$ cat src/sts_pkg.sv
// Shared types and constants for the stencil-to-sparse-triplet block.
// No dependencies; imported by the channel interfaces, the top level and the checker.
package sts_pkg;

    localparam int IDX_W         = 18;  // grid point index
    localparam int ROW_W         = 19;  // one-based row and column numbers
    localparam int TAP_BITS      = 4;
    localparam int COEF_W        = 16;  // coefficient word on the port
    localparam int KIND_W        = 2;
    localparam int GRID_SIDE_W   = 7;
    localparam int NUM_TAPS      = 9;
    localparam int TAPS_PER_REG  = 4;   // coefficient words packed in one 64-bit register
    localparam int CFG_IDX_W     = 3;
    localparam int CFG_DATA_W    = 64;

    localparam logic [GRID_SIDE_W-1:0] GRID_SIDE_RST = GRID_SIDE_W'(64);

    typedef enum logic [KIND_W-1:0] {
        KIND_1D3 = 2'd0,
        KIND_2D5 = 2'd1,
        KIND_2D9 = 2'd2,
        KIND_3D7 = 2'd3
    } t_kind;

    typedef enum logic [CFG_IDX_W-1:0] {
        CFG_STENCIL_KIND = 3'd0,
        CFG_GRID_SIDE    = 3'd1,
        CFG_REAL_0_3     = 3'd2,
        CFG_REAL_4_7     = 3'd3,
        CFG_REAL_8       = 3'd4,
        CFG_IMAG_0_3     = 3'd5,
        CFG_IMAG_4_7     = 3'd6,
        CFG_IMAG_8       = 3'd7
    } t_cfg_idx;

endpackage

$ cat src/sts_row_if.sv
// Input channel: one grid point index per item, valid/ready handshake.
// Depends on sts_pkg.
interface sts_row_if import sts_pkg::*; ();
    logic             valid;
    logic             ready;
    logic [IDX_W-1:0] row_index;

    modport source (output valid, output row_index, input ready);
    modport sink   (input valid, input row_index, output ready);
endinterface

$ cat src/sts_trip_if.sv
// Output channel: one sparse matrix triplet per item, valid/ready handshake.
// Depends on sts_pkg.
interface sts_trip_if import sts_pkg::*; ();
    logic                valid;
    logic                ready;
    logic [ROW_W-1:0]    row_number;
    logic [ROW_W-1:0]    col_number;
    logic [TAP_BITS-1:0] tap;
    logic [COEF_W-1:0]   coef_real;
    logic [COEF_W-1:0]   coef_imag;
    logic                last;
    logic                row_out_of_range;

    modport source (output valid, output row_number, output col_number, output tap,
                    output coef_real, output coef_imag, output last,
                    output row_out_of_range, input ready);
    modport sink   (input valid, input row_number, input col_number, input tap,
                    input coef_real, input coef_imag, input last,
                    input row_out_of_range, output ready);
endinterface

$ cat src/stencil_to_sparse_triplets.sv
// Stencil to sparse COO triplet generator, top level.
// Depends on sts_pkg, sts_row_if and sts_trip_if.
//
// Each row index item produces 1 to 9 triplets, one per cycle on the result
// channel while it is ready (at most 3, 5, 9 or 7 by stencil kind; one for an
// out-of-range index). The result port's one-triplet-per-cycle rate sets the
// throughput; a new row index is accepted every cycle as long as the pipeline
// has room. The x/y/z split is a pipelined restoring divider, 4 quotient bits
// per stage over 2*18 bits. After a grid_side or stencil_kind write the
// derived sizes are registered anew in r_side, r_nn and r_count in turn.
module stencil_to_sparse_triplets import sts_pkg::*; #(
    parameter int MAX_SIDE  = 64,
    parameter int COEF_BITS = 16
) (
    input  logic                  i_clk,
    input  logic                  i_rst_n,
    input  logic                  i_cfg_we,
    input  logic [CFG_IDX_W-1:0]  i_cfg_index,
    input  logic [CFG_DATA_W-1:0] i_cfg_wdata,
    sts_row_if.sink               i_row,
    sts_trip_if.source            o_trip
);

    localparam int SIDE_W     = $clog2(MAX_SIDE + 1);
    localparam int SW1        = SIDE_W + 1;
    localparam int NN_W       = 2 * SIDE_W;
    localparam int CNT_W      = 3 * SIDE_W;
    localparam int CMP_W      = (CNT_W > IDX_W) ? CNT_W : IDX_W;
    localparam int SAT_W      = (SIDE_W > GRID_SIDE_W) ? SIDE_W : GRID_SIDE_W;
    localparam int ZW         = IDX_W + 1;
    localparam int STEPS      = 4;
    localparam int DIV_STEPS  = 2 * IDX_W;
    localparam int NSTG       = (DIV_STEPS + STEPS - 1) / STEPS;

    typedef struct packed {
        logic [IDX_W-1:0]  idx;
        logic [IDX_W-1:0]  dvd;
        logic [IDX_W-1:0]  quot;
        logic [SIDE_W-1:0] rem;
        logic [SIDE_W-1:0] x;
    } t_div;

    typedef enum logic [TAP_BITS-1:0] {
        TAP_CTR = 4'd0,
        TAP_WST = 4'd1,
        TAP_EST = 4'd2,
        TAP_3   = 4'd3,   // S, or SW on the 9-point stencil
        TAP_4   = 4'd4,   // N, or S
        TAP_5   = 4'd5,   // down, or SE
        TAP_6   = 4'd6,   // up, or NW
        TAP_7   = 4'd7,
        TAP_8   = 4'd8
    } t_tap;

    // configuration
    t_kind                r_kind;
    logic [GRID_SIDE_W-1:0] r_grid_side;
    logic [COEF_BITS-1:0] r_re [NUM_TAPS];
    logic [COEF_BITS-1:0] r_im [NUM_TAPS];

    // sizes derived from the configuration
    logic [SIDE_W-1:0] r_side;
    logic [SIDE_W-1:0] n_side;
    logic [NN_W-1:0]   r_nn;
    logic [CNT_W-1:0]  r_count;
    logic [ROW_W-1:0]  r_np1;
    logic [ROW_W-1:0]  r_nm1;

    // divider pipeline, stage 0 is the input register
    logic        r_v   [NSTG+1];
    t_div        r_div [NSTG+1];
    t_div        n_div [NSTG+1];
    logic        free  [NSTG+1];

    // classify stage
    logic                r_c_v;
    logic [NUM_TAPS-1:0] r_c_mask;
    logic                r_c_oor;
    logic [ROW_W-1:0]    r_c_row;
    logic [NUM_TAPS-1:0] n_c_mask;
    logic                n_c_oor;

    // expander stage
    logic                r_e_v;
    logic [NUM_TAPS-1:0] r_e_mask;
    logic                r_e_oor;
    logic [ROW_W-1:0]    r_e_row;

    // output register
    logic                r_o_v;
    logic [ROW_W-1:0]    r_o_row;
    logic [ROW_W-1:0]    r_o_col;
    t_tap                r_o_tap;
    logic [COEF_W-1:0]   r_o_re;
    logic [COEF_W-1:0]   r_o_im;
    logic                r_o_last;
    logic                r_o_oor;

    logic                en_o;
    logic                e_last;
    logic                e_free;
    logic                c_free;
    t_tap                sel_tap;
    logic [NUM_TAPS-1:0] e_rest;
    logic [ROW_W-1:0]    off_mag;
    logic                off_sub;
    logic [ROW_W-1:0]    n_o_col;

    function automatic t_div div_stage(input t_div s_in, input int base,
                                       input logic [SIDE_W-1:0] side);
        t_div         s;
        logic [SW1-1:0] t;
        logic         ge;
        int           gs;
        int           j;
        s = s_in;
        for (j = 0; j < STEPS; j++) begin
            gs = base + j;
            // first division done: keep x, divide the quotient again
            if (gs == IDX_W) begin
                s.x    = s.rem;
                s.dvd  = s.quot;
                s.quot = '0;
                s.rem  = '0;
            end
            if (gs < DIV_STEPS) begin
                t      = {s.rem, s.dvd[IDX_W-1]};
                ge     = (t >= {1'b0, side});
                s.rem  = ge ? SIDE_W'(t - {1'b0, side}) : t[SIDE_W-1:0];
                s.dvd  = {s.dvd[IDX_W-2:0], 1'b0};
                s.quot = {s.quot[IDX_W-2:0], ge};
            end
        end
        return s;
    endfunction

    // ---------------- configuration ----------------
    always_ff @(posedge i_clk) begin
        if (!i_rst_n) begin
            r_kind      <= KIND_2D5;
            r_grid_side <= GRID_SIDE_RST;
            for (int i = 0; i < NUM_TAPS; i++) begin
                r_re[i] <= '0;
                r_im[i] <= '0;
            end
        end else if (i_cfg_we) begin
            case (i_cfg_index)
                CFG_STENCIL_KIND: r_kind <= t_kind'(i_cfg_wdata[KIND_W-1:0]);
                CFG_GRID_SIDE:    r_grid_side <= i_cfg_wdata[GRID_SIDE_W-1:0];
                CFG_REAL_0_3: begin
                    for (int w = 0; w < TAPS_PER_REG; w++)
                        r_re[w] <= i_cfg_wdata[COEF_W*w +: COEF_BITS];
                end
                CFG_REAL_4_7: begin
                    for (int w = 0; w < TAPS_PER_REG; w++)
                        r_re[TAPS_PER_REG+w] <= i_cfg_wdata[COEF_W*w +: COEF_BITS];
                end
                CFG_REAL_8:   r_re[NUM_TAPS-1] <= i_cfg_wdata[COEF_BITS-1:0];
                CFG_IMAG_0_3: begin
                    for (int w = 0; w < TAPS_PER_REG; w++)
                        r_im[w] <= i_cfg_wdata[COEF_W*w +: COEF_BITS];
                end
                CFG_IMAG_4_7: begin
                    for (int w = 0; w < TAPS_PER_REG; w++)
                        r_im[TAPS_PER_REG+w] <= i_cfg_wdata[COEF_W*w +: COEF_BITS];
                end
                CFG_IMAG_8:   r_im[NUM_TAPS-1] <= i_cfg_wdata[COEF_BITS-1:0];
                default: ;
            endcase
        end
    end

    // side saturates at MAX_SIDE
    always_comb begin
        if (SAT_W'(r_grid_side) > SAT_W'(MAX_SIDE)) begin
            n_side = SIDE_W'(MAX_SIDE);
        end else begin
            n_side = SIDE_W'(r_grid_side);
        end
    end

    always_ff @(posedge i_clk) begin
        r_side <= n_side;
        r_nn   <= NN_W'(r_side) * NN_W'(r_side);
        r_np1  <= ROW_W'(r_side) + ROW_W'(1);
        r_nm1  <= ROW_W'(r_side) - ROW_W'(1);
        case (r_kind)
            KIND_1D3: r_count <= CNT_W'(r_side);
            KIND_3D7: r_count <= CNT_W'(r_nn) * CNT_W'(r_side);
            default:  r_count <= CNT_W'(r_nn);
        endcase
    end

    // ---------------- flow control ----------------
    assign en_o   = !r_o_v || o_trip.ready;
    assign e_free = !r_e_v || (en_o && e_last);
    assign c_free = !r_c_v || e_free;

    always_comb begin
        free[NSTG] = !r_v[NSTG] || c_free;
        for (int k = NSTG - 1; k >= 0; k--) begin
            free[k] = !r_v[k] || free[k+1];
        end
    end

    assign i_row.ready = free[0];

    // ---------------- divider pipeline ----------------
    always_comb begin
        n_div[0].idx  = i_row.row_index;
        n_div[0].dvd  = i_row.row_index;
        n_div[0].quot = '0;
        n_div[0].rem  = '0;
        n_div[0].x    = '0;
        for (int k = 1; k <= NSTG; k++) begin
            n_div[k] = div_stage(r_div[k-1], (k - 1) * STEPS, r_side);
        end
    end

    always_ff @(posedge i_clk) begin
        if (!i_rst_n) begin
            for (int k = 0; k <= NSTG; k++) r_v[k] <= 1'b0;
        end else begin
            if (free[0]) r_v[0] <= i_row.valid;
            for (int k = 1; k <= NSTG; k++) begin
                if (free[k]) r_v[k] <= r_v[k-1];
            end
        end
    end

    always_ff @(posedge i_clk) begin
        for (int k = 0; k <= NSTG; k++) begin
            if (free[k]) r_div[k] <= n_div[k];
        end
    end

    // ---------------- classify: range check and tap mask ----------------
    always_comb begin
        logic           w_ok;
        logic           e_ok;
        logic           s_ok;
        logic           n_ok;
        logic           d_ok;
        logic           u_ok;
        logic [SIDE_W-1:0] y;
        y    = r_div[NSTG].rem;
        w_ok = (r_div[NSTG].x != '0);
        e_ok = (SW1'(r_div[NSTG].x) + SW1'(1)) < SW1'(r_side);
        s_ok = (y != '0);
        n_ok = (SW1'(y) + SW1'(1)) < SW1'(r_side);
        d_ok = (r_div[NSTG].quot != '0);
        u_ok = (ZW'(r_div[NSTG].quot) + ZW'(1)) < ZW'(r_side);
        n_c_oor = (r_side == '0) || (CMP_W'(r_div[NSTG].idx) >= CMP_W'(r_count));

        n_c_mask          = '0;
        n_c_mask[TAP_CTR] = 1'b1;
        n_c_mask[TAP_WST] = w_ok;
        n_c_mask[TAP_EST] = e_ok;
        case (r_kind)
            KIND_2D5: begin
                n_c_mask[TAP_3] = s_ok;
                n_c_mask[TAP_4] = n_ok;
            end
            KIND_3D7: begin
                n_c_mask[TAP_3] = s_ok;
                n_c_mask[TAP_4] = n_ok;
                n_c_mask[TAP_5] = d_ok;
                n_c_mask[TAP_6] = u_ok;
            end
            KIND_2D9: begin
                n_c_mask[TAP_3] = s_ok && w_ok;
                n_c_mask[TAP_4] = s_ok;
                n_c_mask[TAP_5] = s_ok && e_ok;
                n_c_mask[TAP_6] = n_ok && w_ok;
                n_c_mask[TAP_7] = n_ok;
                n_c_mask[TAP_8] = n_ok && e_ok;
            end
            default: ;
        endcase
        // out of range: one item on the center slot
        if (n_c_oor) begin
            n_c_mask          = '0;
            n_c_mask[TAP_CTR] = 1'b1;
        end
    end

    always_ff @(posedge i_clk) begin
        if (!i_rst_n) begin
            r_c_v <= 1'b0;
        end else if (c_free) begin
            r_c_v <= r_v[NSTG];
        end
    end

    always_ff @(posedge i_clk) begin
        if (c_free) begin
            r_c_mask <= n_c_mask;
            r_c_oor  <= n_c_oor;
            r_c_row  <= ROW_W'(r_div[NSTG].idx) + ROW_W'(1);
        end
    end

    // ---------------- expander: one triplet per cycle ----------------
    always_comb begin
        sel_tap = TAP_CTR;
        for (int i = NUM_TAPS - 1; i >= 0; i--) begin
            if (r_e_mask[i]) sel_tap = t_tap'(TAP_BITS'(i));
        end
        e_rest = r_e_mask & ~(NUM_TAPS'(1) << sel_tap);
        e_last = (e_rest == '0);
    end

    always_comb begin
        off_mag = '0;
        off_sub = 1'b0;
        case (sel_tap)
            TAP_CTR: off_mag = '0;
            TAP_WST: begin
                off_mag = ROW_W'(1);
                off_sub = 1'b1;
            end
            TAP_EST: off_mag = ROW_W'(1);
            TAP_3: begin
                off_mag = (r_kind == KIND_2D9) ? r_np1 : ROW_W'(r_side);
                off_sub = 1'b1;
            end
            TAP_4: begin
                off_mag = ROW_W'(r_side);
                off_sub = (r_kind == KIND_2D9);
            end
            TAP_5: begin
                off_mag = (r_kind == KIND_2D9) ? r_nm1 : ROW_W'(r_nn);
                off_sub = 1'b1;
            end
            TAP_6: off_mag = (r_kind == KIND_2D9) ? r_nm1 : ROW_W'(r_nn);
            TAP_7: off_mag = ROW_W'(r_side);
            TAP_8: off_mag = r_np1;
            default: off_mag = '0;
        endcase
        n_o_col = off_sub ? (r_e_row - off_mag) : (r_e_row + off_mag);
    end

    always_ff @(posedge i_clk) begin
        if (!i_rst_n) begin
            r_e_v <= 1'b0;
        end else if (e_free) begin
            r_e_v <= r_c_v;
        end
    end

    always_ff @(posedge i_clk) begin
        if (e_free) begin
            r_e_mask <= r_c_mask;
            r_e_oor  <= r_c_oor;
            r_e_row  <= r_c_row;
        end else if (en_o && r_e_v) begin
            r_e_mask <= e_rest;
        end
    end

    // ---------------- output register ----------------
    always_ff @(posedge i_clk) begin
        if (!i_rst_n) begin
            r_o_v <= 1'b0;
        end else if (en_o) begin
            r_o_v <= r_e_v;
        end
    end

    always_ff @(posedge i_clk) begin
        if (en_o && r_e_v) begin
            r_o_row  <= r_e_row;
            r_o_tap  <= sel_tap;
            r_o_last <= e_last;
            r_o_oor  <= r_e_oor;
            if (r_e_oor) begin
                r_o_col <= '0;
                r_o_re  <= '0;
                r_o_im  <= '0;
            end else begin
                r_o_col <= n_o_col;
                r_o_re  <= COEF_W'(r_re[sel_tap]);
                r_o_im  <= COEF_W'(r_im[sel_tap]);
            end
        end
    end

    assign o_trip.valid            = r_o_v;
    assign o_trip.row_number       = r_o_row;
    assign o_trip.col_number       = r_o_col;
    assign o_trip.tap              = r_o_tap;
    assign o_trip.coef_real        = r_o_re;
    assign o_trip.coef_imag        = r_o_im;
    assign o_trip.last             = r_o_last;
    assign o_trip.row_out_of_range = r_o_oor;

endmodule

$ cat src/flat_wrapper.sv
// flat-port wrapper written by rule: the top's interface ports become plain ports
module stencil_to_sparse_triplets_flat import sts_pkg::*;
#(
    parameter int MAX_SIDE  = 64,
    parameter int COEF_BITS = 16
)
  (i_clk, i_rst_n, i_cfg_we, i_cfg_index, i_cfg_wdata, i_row_valid, i_row_row_index, i_row_ready, o_trip_valid, o_trip_row_number, o_trip_col_number, o_trip_tap, o_trip_coef_real, o_trip_coef_imag, o_trip_last, o_trip_row_out_of_range, o_trip_ready);
  sts_row_if i_row_i ();
  sts_trip_if o_trip_i ();
  input  logic i_clk;
  input  logic i_rst_n;
  input  logic i_cfg_we;
  input  logic [CFG_IDX_W-1:0] i_cfg_index;
  input  logic [CFG_DATA_W-1:0] i_cfg_wdata;
  input wire logic [$bits(i_row_i.valid)-1:0] i_row_valid;
  input wire logic [$bits(i_row_i.row_index)-1:0] i_row_row_index;
  output wire logic [$bits(i_row_i.ready)-1:0] i_row_ready;
  output wire logic [$bits(o_trip_i.valid)-1:0] o_trip_valid;
  output wire logic [$bits(o_trip_i.row_number)-1:0] o_trip_row_number;
  output wire logic [$bits(o_trip_i.col_number)-1:0] o_trip_col_number;
  output wire logic [$bits(o_trip_i.tap)-1:0] o_trip_tap;
  output wire logic [$bits(o_trip_i.coef_real)-1:0] o_trip_coef_real;
  output wire logic [$bits(o_trip_i.coef_imag)-1:0] o_trip_coef_imag;
  output wire logic [$bits(o_trip_i.last)-1:0] o_trip_last;
  output wire logic [$bits(o_trip_i.row_out_of_range)-1:0] o_trip_row_out_of_range;
  input wire logic [$bits(o_trip_i.ready)-1:0] o_trip_ready;
  assign i_row_i.valid = i_row_valid;
  assign i_row_i.row_index = i_row_row_index;
  assign i_row_ready = i_row_i.ready;
  assign o_trip_valid = o_trip_i.valid;
  assign o_trip_row_number = o_trip_i.row_number;
  assign o_trip_col_number = o_trip_i.col_number;
  assign o_trip_tap = o_trip_i.tap;
  assign o_trip_coef_real = o_trip_i.coef_real;
  assign o_trip_coef_imag = o_trip_i.coef_imag;
  assign o_trip_last = o_trip_i.last;
  assign o_trip_row_out_of_range = o_trip_i.row_out_of_range;
  assign o_trip_i.ready = o_trip_ready;
  stencil_to_sparse_triplets #(.MAX_SIDE(MAX_SIDE), .COEF_BITS(COEF_BITS)) u_core (.i_clk(i_clk), .i_rst_n(i_rst_n), .i_cfg_we(i_cfg_we), .i_cfg_index(i_cfg_index), .i_cfg_wdata(i_cfg_wdata), .i_row(i_row_i), .o_trip(o_trip_i));
endmodule
$ cat config.mk
export PLATFORM = sky130hd
export DESIGN_NAME = stencil_to_sparse_triplets_flat
export DESIGN_NICKNAME = d
export VERILOG_FILES = /design/src/sts_pkg.sv /design/src/sts_row_if.sv /design/src/sts_trip_if.sv /design/src/stencil_to_sparse_triplets.sv /design/src/flat_wrapper.sv
export SDC_FILE = /design/constraint.sdc
export NUM_CORES = 2
export LEC_CHECK = 0
export BUFFER_PORTS_ARGS = -buffer_cell sky130_fd_sc_hd__buf_2
export CORE_MARGIN = 8
export CORE_UTILIZATION = 39
export CTS_CLUSTER_SIZE = 16
export DETAILED_ROUTE_END_ITERATION = 8
export SYNTH_ARGS = -nofsm -noshare
export SYNTH_HDL_FRONTEND = slang
export SYNTH_SLANG_ARGS = --single-unit
$ cat constraint.sdc
create_clock -name i_clk -period 16.15 [get_ports i_clk]
set_input_delay 2.4225 -clock i_clk [delete_from_list [all_inputs] [get_ports i_clk]]
set_output_delay 2.4225 -clock i_clk [all_outputs]
set_load 0.1 [all_outputs]
* Word-level counts from Yosys, hierarchy flattened
Memory sizes are Yosys's and may differ from the RTL's. A register that Yosys moved wholly into a read port is not among the register bits.
Index checks and enable logic that the tools add are counted.
** Storage, ports and cells
- Register bits :: 194
- Memory bits (writable) :: 978
- Input bits :: 90
- Memories kept :: 4
** Memory list
- u_core.r_div :: depth 10, width 68, rd ports 10, clocked after memory_dff 0, write ports 10, RTL line stencil_to_sparse_triplets.sv:71 : t_div r_div [NSTG+1];
- u_core.r_im :: depth 9, width 16, rd ports 1, clocked after memory_dff 1, write ports 9, RTL line stencil_to_sparse_triplets.sv:59 : logic [COEF_BITS-1:0] r_im [NUM_TAPS];
- u_core.r_re :: depth 9, width 16, rd ports 1, clocked after memory_dff 1, write ports 9, RTL line stencil_to_sparse_triplets.sv:58 : logic [COEF_BITS-1:0] r_re [NUM_TAPS];
- u_core.r_v :: depth 10, width 1, rd ports 10, clocked after memory_dff 0, write ports 10, RTL line stencil_to_sparse_triplets.sv:70 : logic r_v [NSTG+1];
** Cells by class
- Add/subtract/negate cells :: 44
- $mul :: 2
- Magnitude comparators :: 41
- Eq/ne operators :: 18
- Shift-type cells :: 1
- Mux-type cells :: 148
- Bitwise operators :: 31
- Reduce and logical (&&, ||, !) cells :: 49
** Operators with widths (number)
- 16-bit 2-to-1 mux :: 18
- 8-bit by 7-bit greater-or-equal comparator with 1-bit output :: 35
- 7-bit 2-to-1 mux :: 36
- 7-bit subtractor :: 35
- 19-bit one-hot mux with 5 select lines :: 1
- 1-bit 2-to-1 mux :: 75
- 19-bit 2-to-1 mux :: 3
- 21-bit one-hot mux with 2 select lines :: 1
- 18-bit by 1-bit adder with 19-bit output, second input constant :: 2
- 4-bit 2-to-1 mux :: 9
- 1-bit OR :: 28
- 7-bit by 1-bit adder with 8-bit output, second input constant :: 3
- 18-bit by 21-bit greater-or-equal comparator with 1-bit output :: 1
- 14-bit by 7-bit multiplier with 21-bit output :: 1
- 19-bit adder :: 1
- 19-bit by 7-bit less-than comparator with 1-bit output :: 1
- 19-bit subtractor :: 1
- 9-bit 2-to-1 mux :: 2
- 18-bit nonzero test :: 1
- 4-bit by 3-bit == test with 1-bit output, second input constant :: 4
- 8-bit by 7-bit less-than comparator with 1-bit output :: 2
- 1-bit logical OR :: 14
- 7-bit by 7-bit multiplier with 14-bit output :: 1
- 7-bit nonzero test :: 2
- 28 further kinds :: 57

* Longest topological paths before layout
- Depth after elaboration :: 30
- Depth in mapped cells :: 42
- Depth with buffers taken out :: 40

* Worst setup path before layout
OpenSTA, ideal clock, no wires.
- Kind :: reg2reg
- From :: register u_core.r_side[1]
- To :: memory u_core.r_div[6][11] in the netlist's numbering (data pin)
- Arrival time :: 10.502 ns
- Slack :: 5.387 ns
- Cell stages (with the launch flop) :: 36
- Path buffers :: 2
- Period minus slack after synthesis :: 10.763 ns
- Cells stage by stage :: dfxtp_1 > clkbuf_1 > inv_1 > clkbuf_1 > fa_1 > a21o_1 > a21oi_1 > o21ai_0 > a21oi_2 > mux2_2 > ha_1 > nand2b_1 > a21oi_1 > o311a_1 > o31ai_1 > o311ai_4 > mux2_2 > inv_1 > ha_1 > nor2b_1 > o21a_1 > o21a_1 > o31a_1 > nor3_1 > nand2_1 > mux2i_1 > ha_1 > nor2b_1 > o21ai_0 > nand2b_1 > a221oi_1 > o21ai_0 > a21o_1 > a211oi_2 > nor3_1 > a221o_1
** RTL lines
- start: declaration :: RTL line stencil_to_sparse_triplets.sv:62 : logic [SIDE_W-1:0] r_side;
- start signal: assignment :: RTL line stencil_to_sparse_triplets.sv:183 : r_side <= n_side;
- end: declaration :: RTL line stencil_to_sparse_triplets.sv:71

==> metrics.md <==
| Metric | Value |
|---|---|
| Status | finished clean |
| Die width | 377 um |
| Crit path largest cell delay | 0.81 ns |
| Clock-pin slew on the worst setup and hold paths | 0.06 ns |
| Number of I/O pins | 168 |
| Clock power frac | 0.186 |
| Fin Setup TNS | 0 ns |
| Pre-CTS WS | 5.73 ns |
| Peak supply drop | 0.298 mV |
| Pint | 8.11 mW |
| Synth async-reset ratio | 0 |
| Highest-count cells in the layout ignoring fill and taps | 839 x edfxtp_1, 402 x nand2_1, 374 x ha_1 |
| Number of synthesized flops with an enable pin | 839 |
| Clock skew | 0.0339 ns |
| Drt drc | 0 |
| Crit start category | flip-flop |
| Area of the die | 142000 um2 |
| Post-CTS Hold Buffers | 0 |
| Final WL | 121 mm |
| Clk_lat worst skew | 0.72 ns |
| Power Density | 226 nW/um2 |
| Count of state elements after synthesis | 907 |
| Initial antenna violation count | 7 |
| Final net count | 5096 |
| CTS Root Cell | clkbuf_16 |
| Routed Antenna Nets | 0 |
| Share of the synthesized area in the top cell type | 0.497 |
| Post-Synthesis Cells | 4329 |
| Pin count of the biggest net entering global routing | 75 |
| Post-synthesis cell type count | 103 |
| Max-cap violations | 0 |
| Minimum clock period | 10.52 ns |
| Post-synth top area cell | edfxtp_1 |
| Final Hold Viols | 0 |
| Slew @ Worst Pin | 1.04 ns |
| Area delta synth->final | 13.1% |
| Leak | 22.7 nW |
| Relative slew slack | 0.301 |
| # port buffers | 167 |
| Setup WS post-layout | 5.63 ns |
| Worst Path Required | 16.60 ns |
| 1st-iter DRT viols | 2255 |
| Sw Share | 0.375 |
| Flop pwr share | 0.265 |
| Hold Crit Class | reg2reg |
| Number of CTS-inserted buffers | 100 |
| First-pass DRT Iterations | 6 |
| Vias per inst | 5.24 |
| Combinational power share | 0.548 |
| Clock sink total | 907 |
| Crit path max-delay family | compound AO/OA/AOI/OAI gates |
| Sw Pwr | 4.86 mW |
| Vias in the first global route | 33.3k |
| Buf/Inv on CP | 2 |
| Max Root-Sink Buffers | 3 |
| Final setup fails | 0 |
| Crit path kind | reg2reg |
| Share of cells above drive strength 1 | 0.124 |
| Final period utilization | 0.651 |
| Most common library cell in the layout ignoring fill and taps | edfxtp_1 |
| Global-route wire length before repair | 189 mm |
| Arrival @ worst endpoint | 10.97 ns |
| CTS tree | done |
| Total GRT Usage | 0.167 |
| F_max | 0.0950 GHz |
| Post-CTS setup buffers | 0 |
| Ranking of synthesized cells by area | edfxtp_1 50%, ha_1 9.2%, fa_1 4.1% |
| Core footprint | 129000 um2 |
| Hpwl dp | 82.9 mm |
| RSZ-0062 raised after global routing | no |
| Routability congestion estimate | 0.843 |
| Wire length per cell | 19.1 um |
| CP max FO | 25 |
| Worst Setup End Kind | flip-flop |
| Core Rows | 132 |
| Register area share after synthesis | 0.524 |
| Syn_area_per_cell | 11.7 um2 |
| # H-tree levels | 3 |
| Final Max Tran Viols | 0 |
| Yosys warns | 0 |
| Congestion Overflow GR | 0 |
| CP max stage cell | a31oi_1 |
| Synthesized cell area | 50700 um2 |
| CTS-repair resized insts | 0 |
| Die Y | 377 um |
| Initial core utilization | 0.392 |
| Via count | 33.3k |
| Primary FF master, synth | edfxtp_1 |
## state kept, by name (all words and copies together), names as in the netlist, 8 cells and up
signal and cells:
u_core.o_trip.coef_imag 16, u_core.o_trip.coef_real 16, u_core.o_trip.col_number 19, u_core.o_trip.row_number 19, u_core.r_c_mask 8, u_core.r_c_row 19, u_core.r_count 21, u_core.r_div 408
u_core.r_e_mask 9, u_core.r_e_row 19, u_core.r_im 144, u_core.r_nm1 8, u_core.r_nn 13, u_core.r_re 144, u_core.r_v 10
## stage by stage
step	cells	cell area, um2	total power [mW]	hold WS (ns)	util
final	6358	57400	13.0	0.398	0.444
after global routing	6358	57400	14.0	0.394	0.444
after CTS	6355	57400	13.0	0.394	0.444
after detailed placement	6167	53800	10.5	0.405	0.416
after global placement	6167	53800	10.4	0.400	0.416
after floorplan	4331	50700	9.23	0.400	-
## routing by layer
metal	track usage	up-vias	share of wire
met5	0	-	0.00017
met4	0.0493	4	0.026
met3	0.0303	178	0.054
met2	0.281	744	0.47
met1	0.220	16149	0.45
li1	-	16212	-
## worst paths after layout
check                                         start                  end  slack [ns]  cells past startpoint
worst max-delay path               u_core.r_side[0]  u_core.r_div[2][13]        5.63                     32
worst min-delay path            u_core.r_div[7][16]  u_core.r_div[8][20]        0.40                      0
worst min register to register  u_core.r_div[7][16]  u_core.r_div[8][20]        0.40                      0
worst max register to register     u_core.r_side[0]  u_core.r_div[2][13]        5.63                     32
## cells by family (layout without fill, tap and decap cells)
family,Yosys count,after routing,share of synthesized area
compound gates,868,868,0.114
mux,164,164,0.0350
flops,907,907,0.524
fa+ha+maj,479,479,0.134
xor+xnor,203,203,0.0351
other cells,1,6,0.0000739
simple gates,1269,1269,0.125
buf+inv,438,720,0.0330
## power groups by stage
stage / clock (mW) / combinational (mW) / sequential (mW)
2_1_floorplan: 0 / 5.81 / 3.43
3_3_place_gp: 0 / 6.93 / 3.49
3_5_place_dp: 0 / 7.04 / 3.49
4_1_cts: 2.48 / 7.10 / 3.45
5_1_grt: 2.57 / 7.97 / 3.48
6_report: 2.42 / 7.11 / 3.44
## layout make-up
type / instances / area, um2
timing repair buffer: 229 / 1300
multi-input combinational: 2986 / 22600
inverter: 303 / 1140
clock buffer: 127 / 2750
sequential: 907 / 26600
fill: 11879 / 71900
clock inverter: 61 / 816
tap: 1742 / 2180
antenna: 3 / 7.51
## synth_stat cells (10+ instances only)
cell type and number:
o21a_1 54, nor4_1 10, a221oi_1 41, mux2i_1 65
edfxtp_1 839, o31ai_1 27, a21o_1 45, a21oi_1 242
nand3_1 65, nor3_1 54, a21boi_0 19, or2_2 10
mux2_2 94, o211ai_1 12, buf_1 20, inv_1 296
and2_1 164, xnor2_1 126, a221o_1 43, fa_1 105
a211oi_1 23, and4_1 12, nand4_1 42, and3_1 27
ha_1 374, dfxtp_1 68, o21ai_0 216, xor2_1 77
o21bai_1 12, buf_2 11, nor2_1 270, clkbuf_1 101
nand2_1 403, nor2b_1 97, o31a_1 13, nand2b_1 52
Note: power is estimated with default switching activity, not from simulation.
